--- src/hw/rtl/lrm_pkg.sv ---
// ----------------------------------------------------------------------------
// lrm_pkg
// Shared types for the midpoint line rasteriser: item kinds and the
// command word that passes from the front end to the stepper.
// ----------------------------------------------------------------------------
package lrm_pkg;

    typedef enum logic
    {
        KIND_LOAD = 1'b0,
        KIND_STEP = 1'b1
    } kind_t;

    typedef struct packed
    {
        kind_t kind;
        logic  steep;
        logic  minor_down;
        logic  nonzero;
    } cmd_t;

    localparam int CMD_BITS = $bits(cmd_t);

endpackage

--- src/hw/rtl/line_raster_midpoint.sv ---
// Path: an item accepted at the input is written into the queue; the stepper pops it and
// registers the pixel of a step for an active line in the output slot.
// Throughput: one item per cycle; the stepper retires one queue entry per clock, save that
// a step for an active line waits while the output slot is held. The queue (two entries)
// stalls the input only when the output side holds off. Reset (rst_n low, asynchronous)
// empties the queue, clears the output slot and leaves no line active.
// ----------------------------------------------------------------------------
// line_raster_midpoint
// Integer midpoint line rasteriser: a front end decodes loads, a short
// queue decouples it from the stepper, which emits one pixel per step of an active line.
// ----------------------------------------------------------------------------
module line_raster_midpoint
    import lrm_pkg::*;
#(
    parameter int COORD_BITS = 12
)
(
    input  logic                  clk,
    input  logic                  rst_n,
    input  logic                  in_valid,
    output logic                  in_stall,
    input  logic                  kind,
    input  logic [COORD_BITS-1:0] start_x,
    input  logic [COORD_BITS-1:0] start_y,
    input  logic [COORD_BITS-1:0] end_x,
    input  logic [COORD_BITS-1:0] end_y,
    output logic                  out_valid,
    input  logic                  out_stall,
    output logic [COORD_BITS-1:0] pixel_x,
    output logic [COORD_BITS-1:0] pixel_y,
    output logic                  last
);

    localparam int ERR_BITS   = COORD_BITS + 3;
    localparam int ENTRY_BITS = CMD_BITS + 5 * COORD_BITS + ERR_BITS;

    cmd_t                  f_cmd;
    logic [COORD_BITS-1:0] f_major_pos;
    logic [COORD_BITS-1:0] f_minor_pos;
    logic [COORD_BITS-1:0] f_major_stop;
    logic [COORD_BITS-1:0] f_delta_major;
    logic [COORD_BITS-1:0] f_delta_minor;
    logic [ERR_BITS-1:0]   f_error;

    cmd_t                  b_cmd;
    logic [COORD_BITS-1:0] b_major_pos;
    logic [COORD_BITS-1:0] b_minor_pos;
    logic [COORD_BITS-1:0] b_major_stop;
    logic [COORD_BITS-1:0] b_delta_major;
    logic [COORD_BITS-1:0] b_delta_minor;
    logic [ERR_BITS-1:0]   b_error;

    logic [ENTRY_BITS-1:0] push_data;
    logic [ENTRY_BITS-1:0] pop_data;
    logic                  q_full;
    logic                  q_nonempty;
    logic                  q_pop;

    lrm_front #(
        .COORD_BITS (COORD_BITS),
        .ERR_BITS   (ERR_BITS)
    ) u_front (
        .kind        (kind),
        .start_x     (start_x),
        .start_y     (start_y),
        .end_x       (end_x),
        .end_y       (end_y),
        .cmd         (f_cmd),
        .major_pos   (f_major_pos),
        .minor_pos   (f_minor_pos),
        .major_stop  (f_major_stop),
        .delta_major (f_delta_major),
        .delta_minor (f_delta_minor),
        .error_init  (f_error)
    );

    assign push_data = {f_cmd, f_major_pos, f_minor_pos, f_major_stop,
                        f_delta_major, f_delta_minor, f_error};

    lrm_queue #(
        .WIDTH (ENTRY_BITS),
        .DEPTH (2)
    ) u_queue (
        .clk       (clk),
        .rst_n     (rst_n),
        .push      (in_valid),
        .push_data (push_data),
        .full      (q_full),
        .pop       (q_pop),
        .pop_data  (pop_data),
        .nonempty  (q_nonempty)
    );

    assign in_stall = q_full;

    assign {b_cmd, b_major_pos, b_minor_pos, b_major_stop,
            b_delta_major, b_delta_minor, b_error} = pop_data;

    lrm_back #(
        .COORD_BITS (COORD_BITS),
        .ERR_BITS   (ERR_BITS)
    ) u_back (
        .clk              (clk),
        .rst_n            (rst_n),
        .cmd_valid        (q_nonempty),
        .cmd_pop          (q_pop),
        .cmd              (b_cmd),
        .load_major_pos   (b_major_pos),
        .load_minor_pos   (b_minor_pos),
        .load_major_stop  (b_major_stop),
        .load_delta_major (b_delta_major),
        .load_delta_minor (b_delta_minor),
        .load_error       (b_error),
        .out_valid        (out_valid),
        .out_stall        (out_stall),
        .pixel_x          (pixel_x),
        .pixel_y          (pixel_y),
        .last             (last)
    );

endmodule

--- src/hw/rtl/lrm_front.sv ---
// ----------------------------------------------------------------------------
// lrm_front
// Classifies an incoming item and, for a load, works out the major axis,
// start point, stop coordinate, deltas and initial decision term.
// ----------------------------------------------------------------------------
module lrm_front
    import lrm_pkg::*;
#(
    parameter int COORD_BITS = 12,
    parameter int ERR_BITS   = COORD_BITS + 3
)
(
    input  logic                  kind,
    input  logic [COORD_BITS-1:0] start_x,
    input  logic [COORD_BITS-1:0] start_y,
    input  logic [COORD_BITS-1:0] end_x,
    input  logic [COORD_BITS-1:0] end_y,
    output cmd_t                  cmd,
    output logic [COORD_BITS-1:0] major_pos,
    output logic [COORD_BITS-1:0] minor_pos,
    output logic [COORD_BITS-1:0] major_stop,
    output logic [COORD_BITS-1:0] delta_major,
    output logic [COORD_BITS-1:0] delta_minor,
    output logic [ERR_BITS-1:0]   error_init
);

    logic [COORD_BITS:0]   dx;
    logic [COORD_BITS:0]   dy;
    logic [COORD_BITS:0]   dx_neg;
    logic [COORD_BITS:0]   dy_neg;
    logic [COORD_BITS-1:0] adx;
    logic [COORD_BITS-1:0] ady;
    logic                  steep;
    logic                  same_sign;
    logic [COORD_BITS-1:0] a_maj;
    logic [COORD_BITS-1:0] a_min;
    logic [COORD_BITS-1:0] b_maj;
    logic [COORD_BITS-1:0] b_min;

    assign dx     = {1'b0, end_x} - {1'b0, start_x};
    assign dy     = {1'b0, end_y} - {1'b0, start_y};
    assign dx_neg = ~dx + 1'b1;
    assign dy_neg = ~dy + 1'b1;
    assign adx    = dx[COORD_BITS] ? dx_neg[COORD_BITS-1:0] : dx[COORD_BITS-1:0];
    assign ady    = dy[COORD_BITS] ? dy_neg[COORD_BITS-1:0] : dy[COORD_BITS-1:0];

    assign steep     = ady > adx;
    assign same_sign = (dx != '0) && (dy != '0) && (dx[COORD_BITS] == dy[COORD_BITS]);

    always_comb
    begin
        if (steep)
        begin
            a_maj       = start_y;
            a_min       = start_x;
            b_maj       = end_y;
            b_min       = end_x;
            delta_major = ady;
            delta_minor = adx;
        end
        else
        begin
            a_maj       = start_x;
            a_min       = start_y;
            b_maj       = end_x;
            b_min       = end_y;
            delta_major = adx;
            delta_minor = ady;
        end
    end

    always_comb
    begin
        if (a_maj <= b_maj)
        begin
            major_pos  = a_maj;
            minor_pos  = a_min;
            major_stop = b_maj;
        end
        else
        begin
            major_pos  = b_maj;
            minor_pos  = b_min;
            major_stop = a_maj;
        end
    end

    assign error_init = {3'b000, delta_major} - {2'b00, delta_minor, 1'b0};

    assign cmd.kind       = kind_t'(kind);
    assign cmd.steep      = steep;
    assign cmd.minor_down = !same_sign;
    assign cmd.nonzero    = delta_major != '0;

endmodule

--- src/hw/rtl/lrm_queue.sv ---
// ----------------------------------------------------------------------------
// lrm_queue
// Short first-in first-out queue of decoded commands between the front end
// and the stepper. Push and pop may happen in the same cycle.
// ----------------------------------------------------------------------------
module lrm_queue
#(
    parameter int WIDTH = 8,
    parameter int DEPTH = 2
)
(
    input  logic             clk,
    input  logic             rst_n,
    input  logic             push,
    input  logic [WIDTH-1:0] push_data,
    output logic             full,
    input  logic             pop,
    output logic [WIDTH-1:0] pop_data,
    output logic             nonempty
);

    localparam int PTR_BITS = (DEPTH > 1) ? $clog2(DEPTH) : 1;
    localparam int CNT_BITS = $clog2(DEPTH + 1);

    logic [WIDTH-1:0]    mem_reg [DEPTH];
    logic [PTR_BITS-1:0] wr_ptr_reg;
    logic [PTR_BITS-1:0] wr_ptr_next;
    logic [PTR_BITS-1:0] rd_ptr_reg;
    logic [PTR_BITS-1:0] rd_ptr_next;
    logic [CNT_BITS-1:0] count_reg;
    logic [CNT_BITS-1:0] count_next;
    logic                do_push;
    logic                do_pop;

    assign full     = count_reg == CNT_BITS'(DEPTH);
    assign nonempty = count_reg != '0;
    assign do_push  = push && !full;
    assign do_pop   = pop && nonempty;
    assign pop_data = mem_reg[rd_ptr_reg];

    always_comb
    begin
        wr_ptr_next = wr_ptr_reg;
        rd_ptr_next = rd_ptr_reg;
        count_next  = count_reg;
        if (do_push)
        begin
            wr_ptr_next = (wr_ptr_reg == PTR_BITS'(DEPTH - 1)) ? '0 : wr_ptr_reg + 1'b1;
        end
        if (do_pop)
        begin
            rd_ptr_next = (rd_ptr_reg == PTR_BITS'(DEPTH - 1)) ? '0 : rd_ptr_reg + 1'b1;
        end
        if (do_push && !do_pop)
        begin
            count_next = count_reg + 1'b1;
        end
        else if (do_pop && !do_push)
        begin
            count_next = count_reg - 1'b1;
        end
    end

    always_ff @(posedge clk)
    begin
        if (do_push)
        begin
            mem_reg[wr_ptr_reg] <= push_data;
        end
    end

    always_ff @(posedge clk or negedge rst_n)
    begin
        if (!rst_n)
        begin
            wr_ptr_reg <= '0;
            rd_ptr_reg <= '0;
            count_reg  <= '0;
        end
        else
        begin
            wr_ptr_reg <= wr_ptr_next;
            rd_ptr_reg <= rd_ptr_next;
            count_reg  <= count_next;
        end
    end

endmodule

--- src/hw/rtl/lrm_back.sv ---
// ----------------------------------------------------------------------------
// lrm_back
// Line stepper: holds the active line, takes one queue command per cycle
// unless stalled and emits one pixel per step into a registered output slot.
// ----------------------------------------------------------------------------
module lrm_back
    import lrm_pkg::*;
#(
    parameter int COORD_BITS = 12,
    parameter int ERR_BITS   = COORD_BITS + 3
)
(
    input  logic                  clk,
    input  logic                  rst_n,
    input  logic                  cmd_valid,
    output logic                  cmd_pop,
    input  cmd_t                  cmd,
    input  logic [COORD_BITS-1:0] load_major_pos,
    input  logic [COORD_BITS-1:0] load_minor_pos,
    input  logic [COORD_BITS-1:0] load_major_stop,
    input  logic [COORD_BITS-1:0] load_delta_major,
    input  logic [COORD_BITS-1:0] load_delta_minor,
    input  logic [ERR_BITS-1:0]   load_error,
    output logic                  out_valid,
    input  logic                  out_stall,
    output logic [COORD_BITS-1:0] pixel_x,
    output logic [COORD_BITS-1:0] pixel_y,
    output logic                  last
);

    logic                  active_reg;
    logic                  active_next;
    logic                  steep_reg;
    logic                  steep_next;
    logic                  down_reg;
    logic                  down_next;
    logic [COORD_BITS-1:0] major_reg;
    logic [COORD_BITS-1:0] major_next;
    logic [COORD_BITS-1:0] minor_reg;
    logic [COORD_BITS-1:0] minor_next;
    logic [COORD_BITS-1:0] stop_reg;
    logic [COORD_BITS-1:0] stop_next;
    logic [COORD_BITS-1:0] dmaj_reg;
    logic [COORD_BITS-1:0] dmaj_next;
    logic [COORD_BITS-1:0] dmin_reg;
    logic [COORD_BITS-1:0] dmin_next;
    logic [ERR_BITS-1:0]   err_reg;
    logic [ERR_BITS-1:0]   err_next;
    logic                  out_valid_reg;
    logic                  out_valid_next;
    logic [COORD_BITS-1:0] pixel_x_reg;
    logic [COORD_BITS-1:0] pixel_x_next;
    logic [COORD_BITS-1:0] pixel_y_reg;
    logic [COORD_BITS-1:0] pixel_y_next;
    logic                  last_reg;
    logic                  last_next;

    logic                  slot_free;
    logic                  is_load;
    logic                  do_load;
    logic                  do_emit;
    logic [COORD_BITS-1:0] major_inc;
    logic                  at_end;
    logic [ERR_BITS-1:0]   dmin_x2;
    logic [ERR_BITS-1:0]   dmaj_x2;

    assign slot_free = !out_valid_reg || !out_stall;
    assign is_load   = cmd.kind == KIND_LOAD;
    assign cmd_pop   = cmd_valid && (is_load || !active_reg || slot_free);
    assign do_load   = cmd_pop && is_load;
    assign do_emit   = cmd_pop && !is_load && active_reg;

    assign major_inc = major_reg + 1'b1;
    assign at_end    = major_inc == stop_reg;
    assign dmin_x2   = {2'b00, dmin_reg, 1'b0};
    assign dmaj_x2   = {2'b00, dmaj_reg, 1'b0};

    always_comb
    begin
        active_next = active_reg;
        steep_next  = steep_reg;
        down_next   = down_reg;
        major_next  = major_reg;
        minor_next  = minor_reg;
        stop_next   = stop_reg;
        dmaj_next   = dmaj_reg;
        dmin_next   = dmin_reg;
        err_next    = err_reg;
        if (do_load)
        begin
            active_next = cmd.nonzero;
            steep_next  = cmd.steep;
            down_next   = cmd.minor_down;
            major_next  = load_major_pos;
            minor_next  = load_minor_pos;
            stop_next   = load_major_stop;
            dmaj_next   = load_delta_major;
            dmin_next   = load_delta_minor;
            err_next    = load_error;
        end
        else if (do_emit)
        begin
            if (!err_reg[ERR_BITS-1])
            begin
                err_next = err_reg - dmin_x2;
            end
            else
            begin
                err_next   = err_reg + dmaj_x2 - dmin_x2;
                minor_next = down_reg ? minor_reg - 1'b1 : minor_reg + 1'b1;
            end
            major_next = major_inc;
            if (at_end)
            begin
                active_next = 1'b0;
            end
        end
    end

    always_comb
    begin
        out_valid_next = out_valid_reg;
        pixel_x_next   = pixel_x_reg;
        pixel_y_next   = pixel_y_reg;
        last_next      = last_reg;
        if (do_emit)
        begin
            out_valid_next = 1'b1;
            pixel_x_next   = steep_reg ? minor_reg : major_reg;
            pixel_y_next   = steep_reg ? major_reg : minor_reg;
            last_next      = at_end;
        end
        else if (!out_stall)
        begin
            out_valid_next = 1'b0;
        end
    end

    always_ff @(posedge clk or negedge rst_n)
    begin
        if (!rst_n)
        begin
            active_reg    <= 1'b0;
            steep_reg     <= 1'b0;
            down_reg      <= 1'b0;
            major_reg     <= '0;
            minor_reg     <= '0;
            stop_reg      <= '0;
            dmaj_reg      <= '0;
            dmin_reg      <= '0;
            err_reg       <= '0;
            out_valid_reg <= 1'b0;
        end
        else
        begin
            active_reg    <= active_next;
            steep_reg     <= steep_next;
            down_reg      <= down_next;
            major_reg     <= major_next;
            minor_reg     <= minor_next;
            stop_reg      <= stop_next;
            dmaj_reg      <= dmaj_next;
            dmin_reg      <= dmin_next;
            err_reg       <= err_next;
            out_valid_reg <= out_valid_next;
        end
    end

    always_ff @(posedge clk)
    begin
        pixel_x_reg <= pixel_x_next;
        pixel_y_reg <= pixel_y_next;
        last_reg    <= last_next;
    end

    assign out_valid = out_valid_reg;
    assign pixel_x   = pixel_x_reg;
    assign pixel_y   = pixel_y_reg;
    assign last      = last_reg;

endmodule

--- config.mk ---
export PLATFORM = sky130hd
export DESIGN_NAME = line_raster_midpoint
export DESIGN_NICKNAME = d
export VERILOG_FILES = /design/src/hw/rtl/lrm_pkg.sv /design/src/hw/rtl/line_raster_midpoint.sv /design/src/hw/rtl/lrm_front.sv /design/src/hw/rtl/lrm_queue.sv /design/src/hw/rtl/lrm_back.sv
export SDC_FILE = /design/constraint.sdc
export NUM_CORES = 1
export LEC_CHECK = 0
export BUFFER_PORTS_ARGS = -buffer_cell sky130_fd_sc_hd__buf_4
export CORE_MARGIN = 2
export CORE_UTILIZATION = 46
export CTS_CLUSTER_DIAMETER = 150
export DETAILED_ROUTE_END_ITERATION = 16
export PLACE_DENSITY = 0.71
export SLEW_MARGIN = 20
export SYNTH_ARGS = -nofsm -noshare
export SYNTH_HDL_FRONTEND = slang
export SYNTH_SLANG_ARGS = --single-unit
--- constraint.sdc ---
create_clock -name clk -period 6.4 [get_ports clk]
set_input_delay 1.28 -clock clk [delete_from_list [all_inputs] [get_ports clk]]
set_output_delay 1.28 -clock clk [all_outputs]
set_load 0.02 [all_outputs]
---- Word-level counts from Yosys, hierarchy flattened ----
Memory sizes are Yosys's and may differ from the RTL's.
Index checks and enable logic that the tools add are counted.
cells by class
  $add $sub $neg .......................... 15
  magnitude comparators ................... 2
  eq/ne operators ......................... 4
  mux-type cells .......................... 33
  bitwise operators ....................... 3
  reduce and logical (&&, ||, !) cells .... 30
operators with widths
  cell                     number
  $mux W12                 19
  $add A12 B1 Y12 const B  4
  $mux W15                 3
  $sub A15 B13 Y15         2
  $reduce_bool A13 Y1      2
  $sub A12 B12 Y13         2
  $not A12 Y12             2
  $add A15 B13 Y15         1
  $sub A12 B13 Y14         1
  $eq A12 B12 Y1           1
  $gt A12 B12 Y1           1
  $le A12 B12 Y1           1
  $reduce_bool A12 Y1      1
  $sub A12 B1 Y12 const B  1
  $logic_and A1 B1 Y1      10
  $reduce_bool A2 Y1       5
  $mux W1                  9
  $logic_not A1 Y1         7
  $mux W2                  2
  $reduce_and A2 Y1        2
  $logic_or A1 B1 Y1       3
  $add A1 B1 Y1 const B    2
  $add A2 B1 Y2 const B    1
  $eq A2 B2 Y1 const B     1
  other kinds (4)          4
word-level totals
  register bits ........................... 108
  memory bits (writable) .................. 158
  input port bits ......................... 53
  output and inout port bits .............. 27
  word-level logic and storage cells ...... 104
  memories ................................ 1
memory list
  name             depth  width  rd ports  clocked after memory_dff  wr ports  line             RTL
  u_queue.mem_reg  2      79     1         0                         1         lrm_queue.sv:25  logic [WIDTH-1:0] mem_reg [DEPTH];

---- Longest topological paths before layout ----
An unclocked memory read counts as a cell.
  depth after elaboration ................. 9
  depth in mapped cells ................... 42
  depth with buffers taken out ............ 39

---- Hierarchy ----
A second synthesis with hierarchy kept.
second synthesis, totals
  cells, all modules ...................... 1665
  area, all modules ....................... 17854.6 um^2
by module, submodules not included
  module     instances  cells each  area an instance (um^2)  sequential area each (um^2)
  lrm_back   1          780         6967.9                   2702.6
  lrm_queue  1          265         6302.3                   4844.6
  lrm_front  1          620         4584.4                   0.0

---- Worst setup path before layout ----
OpenSTA, ideal clock, no wires.
  path type ............................... input-to-reg
  start point ............................. input end_x[0]
  end point ............................... memory u_queue.mem_reg[0][39] in the netlist's numbering (data pin)
  setup time .............................. 0.285 ns
  arrival time ............................ 7.915 ns
  required time ........................... 6.115 ns
  setup slack ............................. -1.800 ns
  stages .................................. 39
  buffers on the path ..................... 4
  cell sequence ........................... inv_1 -> ha_1 -> fa_1 -> nand2b_1 -> a211oi_2 -> o21ai_1 -> o211ai_1 -> a31o_1 -> clkbuf_1 -> nand2_1 -> o21ai_0 -> ha_1 -> nor2b_1 -> o21a_1 -> o21ai_0 -> nand2b_1 -> a2111oi_0 -> o31ai_1 -> [... 3 more ...] -> nand2_2 -> clkinv_2 -> clkbuf_1 -> a21oi_1 -> inv_1 -> ha_1 -> a21o_1 -> a21oi_1 -> nor2b_1 -> o21ai_0 -> nand2b_1 -> a21oi_1 -> nor2b_1 -> o21ai_0 -> a22oi_1 -> clkbuf_1 -> clkbuf_1 -> mux2i_1
on the way
  cells in the longest elaborated chain, start to end .. 8
ends and longest elaborated chain
  item                 line                        RTL
  start: declaration   line_raster_midpoint.sv:25  input logic [COORD_BITS-1:0] end_x,
  $sub A12 B12 Y13     lrm_front.sv:40             assign dx = {1'b0, end_x} - {1'b0, start_x};
  $not A12 Y12         lrm_front.sv:42             assign dx_neg = ~dx + 1'b1;
  $add A12 B1 Y12      lrm_front.sv:42
  $mux W12             lrm_front.sv:44             assign adx = dx[COORD_BITS] ? dx_neg[COORD_BITS-1:0] : dx[COORD_BITS-1:0];
  $gt A12 B12 Y1       lrm_front.sv:47             assign steep = ady > adx;
  $mux W12             lrm_front.sv:52             if (steep)
  $le A12 B12 Y1       lrm_front.sv:74             if (a_maj <= b_maj)
  $mux W12 *           lrm_front.sv:74
  via f_major_stop[0]  line_raster_midpoint.sv:40  logic [COORD_BITS-1:0] f_major_stop;
  end: declaration     lrm_queue.sv:25
Mark *: on every way through the listed nets, which the timed path passes. The rest lies on a longest branch.

---- Worst setup path in the final report ----
  start point ............................. input end_x[0]
  end point ............................... memory u_queue.mem_reg[0][63] in the netlist's numbering (data pin)
on the way
  cells in the longest elaborated chain, start to end .. 8
ends and longest elaborated chain
  item                line                        RTL
  $sub A12 B12 Y13    lrm_front.sv:40
  $not A12 Y12        lrm_front.sv:42
  $add A12 B1 Y12     lrm_front.sv:42
  $mux W12            lrm_front.sv:44
  $gt A12 B12 Y1      lrm_front.sv:47
  $mux W12            lrm_front.sv:52
  $le A12 B12 Y1      lrm_front.sv:74
  $mux W12 *          lrm_front.sv:74
  via f_major_pos[0]  line_raster_midpoint.sv:38  logic [COORD_BITS-1:0] f_major_pos;
Marked as above.

==> results.md <==
- Reg2Reg Setup Slack: 2020 ps
- Clk Latency, worst-skew pair: 530 ps
- Met2 usage: 36.95%
- FF+latch area: 0.007431 mm^2
- # diodes: 0
- Crit-path max FO: 7
- Grt met3 use: 1.822%
- RD Place Congestion: 0.9566
- Area taken by multi-input logic gates: 0.008462 mm^2
- ANT nets after route: 0
- IO buf count: 79
- Data arrival time of the critical path: between 7000 and 8000 ps
- Peak Freq: between 100 and 150 MHz
- Failing checks: negative setup slack
- Crit Path Class: input pin to flop
- Final nets: 2092
- Post-synth EDFFs: about 180
- CTS H-tree lvls: 1
- Reg2reg end: u_back.err_reg[14]
- Total track usage: 22.06%
- Initial antenna violation count: 0
- Synthesized flop and latch total: ~260
- GR Util met1: a little under a third
- CP startpoint kind: input pin
- Total CTS buffers: 25
- Row count: 68
- Unique masters post-synth: 78
- IO Pins: 80
- Clock sink count: 261
- WHS Path Cells: 2
- Ys Warns: 0
- Register area share after synthesis: 46.31%
- Setup TNS: -45670 ps
- Setup violators final: 92
- Pre-CTS setup slack: -1455 ps
- Mean Syn Cell Area: just over 10 um^2
- Area grow syn2layout: 31.93%
- First-pass DRT Iterations: 5
- R2R cell count: 19
- GR peak layer: met2
- Dpl cells: 2320
- Clk slew on worst S/H paths: 60 ps
- Top FF cell, synth: edfxtp_1
- Core area: 0.03446 mm^2
- Worst-Margin Slew: 1086 ps
- Routed wire per std cell: 16.82 um
- Post-Syn Instances: between 1500 and 2000
- DIE WIDTH: 190.7 um
- Hold Path End: u_back.dmaj_reg[10]
- Final WS setup: -648.6 ps
- Final Instance Count excl. Fillers: between 2000 and 2500
- CTS Buffer Depth: 3
- Largest register FFs: 154
- Clk_skew: 16.85 ps
- Final core occ: approximately 61%
- Post-Route WL: 40380 um
- Die ar.: ~0.036 mm^2
- Slew HR: 27.61%
- Tmin final: approximately 7000 ps
- Worst Setup End Kind: flop
- Ys async rst share: 31.42%
- Final period util: 110.1%
- Post-detail-place hpwl: 29870 um
- Run status: complete, but fails checks
- Die Y: 190.7 um
- RSZ-0062 raised after global routing: true
- Final hold vios: 0
- Final Slew Violations: 0
- Via-per-instance ratio: 5.317
- Routed vias: between 10000 and 15000
- Max incr delay on CP: 360 ps
- Hold_sp: u_back.dmaj_reg[10]
- Hold Path Class: flop to flop
- CP max-delay cell: maj3_2
- R2R Path Start: u_back.err_reg[2]
- CTS Hold Bufs: 0
- 1st-iter DRT viols: 956
- Fillers: 2712
- Congestion Overflow GR: 0
- Root cell of the clock tree: clkbuf_16
- Syn_nets: roughly 1700
- MaxCap Viol Count: 0
- Largest net degree at the start of global routing: 78
- First-pass GRT wire length: 64030 um
- Share of layout cells above drive strength 1: between 30% and 40%
- Vias in the first global route: about 12000
- CTS tree: yes
- Required time worst endpoint: 6670 ps
- Initial Utilization: 46.54%
- Post-Syn Area: 0.01604 mm^2
- Residual DRC: 0
[cells in the final DEF (no fill, tap or decap), types with 10 or more instances in the layout]
| cell type | Yosys | routed |
|---|---|---|
| xnor2_1 | 52 | 46 |
| nor2_1 | 118 | 106 |
| fa_1 | 18 | 15 |
| buf_6 | 0 | 15 |
| o221ai_1 | 13 | 13 |
| a21oi_2 | 1 | 21 |
| ha_1 | 93 | 87 |
| mux2_2 | 24 | 23 |
| edfxtp_1 | 179 | 179 |
| nand2b_1 | 15 | 13 |
| nand2_1 | 127 | 124 |
| a211oi_1 | 16 | 16 |
| a21o_1 | 19 | 19 |
| o21ai_2 | 0 | 10 |
| a21boi_0 | 11 | 10 |
| dfrtp_1 | 82 | 81 |
| mux2i_2 | 0 | 18 |
| xor2_1 | 31 | 29 |
| buf_4 | 1 | 391 |
| clkbuf_16 | 0 | 26 |
| o21ai_0 | 109 | 83 |
| inv_1 | 153 | 151 |
| mux2i_1 | 124 | 97 |
| o21ai_1 | 6 | 21 |
| nor2b_1 | 18 | 16 |
| nand3_1 | 17 | 17 |
| a21oi_1 | 107 | 84 |
| nor3_1 | 20 | 19 |
| and3_1 | 15 | 12 |
[final cells by class]
type                            instances  area share (%)
Tap cell                              455           2.691
Inverter                              155           2.868
Multi-Input combinational cell       1070           39.99
Clock buffer                           29           3.028
Clock inverter                         16          0.6623
Sequential cell                       261           35.12
Timing Repair inverter                  1         0.05322
Timing Repair Buffer                  414           15.58
[worst max-delay path, delay by kind of cell]
kind                     cells  cell delay [ps]
AND/OR/NAND/NOR              6              600
adder cells (fa/ha/maj)      5             1390
buffers and inverters        8              910
XOR/XNOR                     1              180
AO/OA/AOI/OAI               15             2510
multiplexers                 2              450
[synth_stat cells, drive strengths merged (8+ instances only)]
cell      n  area (um^2)
buf      17        73.82
o21ai   115        575.6
a21oi   108        544.3
ha       93         1164
dfrtp    82         2052
edfxtp  179         5375
o221ai   13        113.9
xor2     31        271.5
nor2    119        449.2
nand2   128        483.0
clkbuf   51        191.4
nand2b   15        93.84
xnor2    53        471.7
a21o     19        142.6
nor3     22        120.1
mux2     24        270.3
a211oi   18        145.1
a21boi   11        82.58
nor2b    18        112.6
nand3    17        85.08
fa       18        360.4
a31oi    11        75.07
o211a     8        80.08
inv     154        578.1
and3     15        93.84
mux2i   124         1241
[stage by stage]
stage	hold WS [ps]	cell area, um^2
2_1_floorplan	449.8	16290
3_3_place_gp	461.4	19340
3_5_place_dp	471.0	19340
4_1_cts	484.3	20560
5_1_grt	514.3	21160
6_report	478.9	21160
[metal layers]
| layer | part of all wire [%] | up-vias | wire [um] |
|---|---|---|---|
| met5 | 0 | - | 0 |
| met4 | 2.1 | 0 | 852 |
| met3 | 4.3 | 47 | 1752 |
| met2 | 48 | 293 | 19470 |
| met1 | 45 | 6149 | 18310 |
| li1 | - | 6278 | - |
[kinds of logic after synthesis]
logic type,Yosys count,synth area share [%]
and+or+nand+nor,363,10.29
adders and majority gates,113,9.643
muxes,148,9.425
buffers and inverters,223,5.290
DFF,261,46.31
xor gates and xnor gates,85,4.775
AOI/OAI and AO/OA,361,14.26
[how the worst max path moves through the flow]
stage / startpoint / slack (ps) / endpoint / cells past startpoint
finish: end_x[0] / -650 / u_queue.mem_reg[0][63] / 37
global route: end_x[0] / -900 / u_queue.mem_reg[0][63] / 37
CTS: end_x[0] / -530 / u_queue.mem_reg[1][51] / 38
detailed placement: end_x[0] / -1450 / u_queue.mem_reg[1][65] / 35
global placement: end_x[0] / -1260 / u_queue.mem_reg[0][69] / 36
floorplan: end_x[0] / -780 / u_queue.mem_reg[0][39] / 37
[repair_timing]
| item | in CTS | in global routing |
|---|---|---|
| pin swaps | 31 | 38 |
| resized for setup | 77 | 93 |
| setup endpoints to repair | 94 | 96 |
| buffers inserted | 14 | 18 |
| cloned | 2 | 2 |
Power is not shown: default switching activity piles up to over one toggle a cycle in this logic, so the estimate is an artifact.
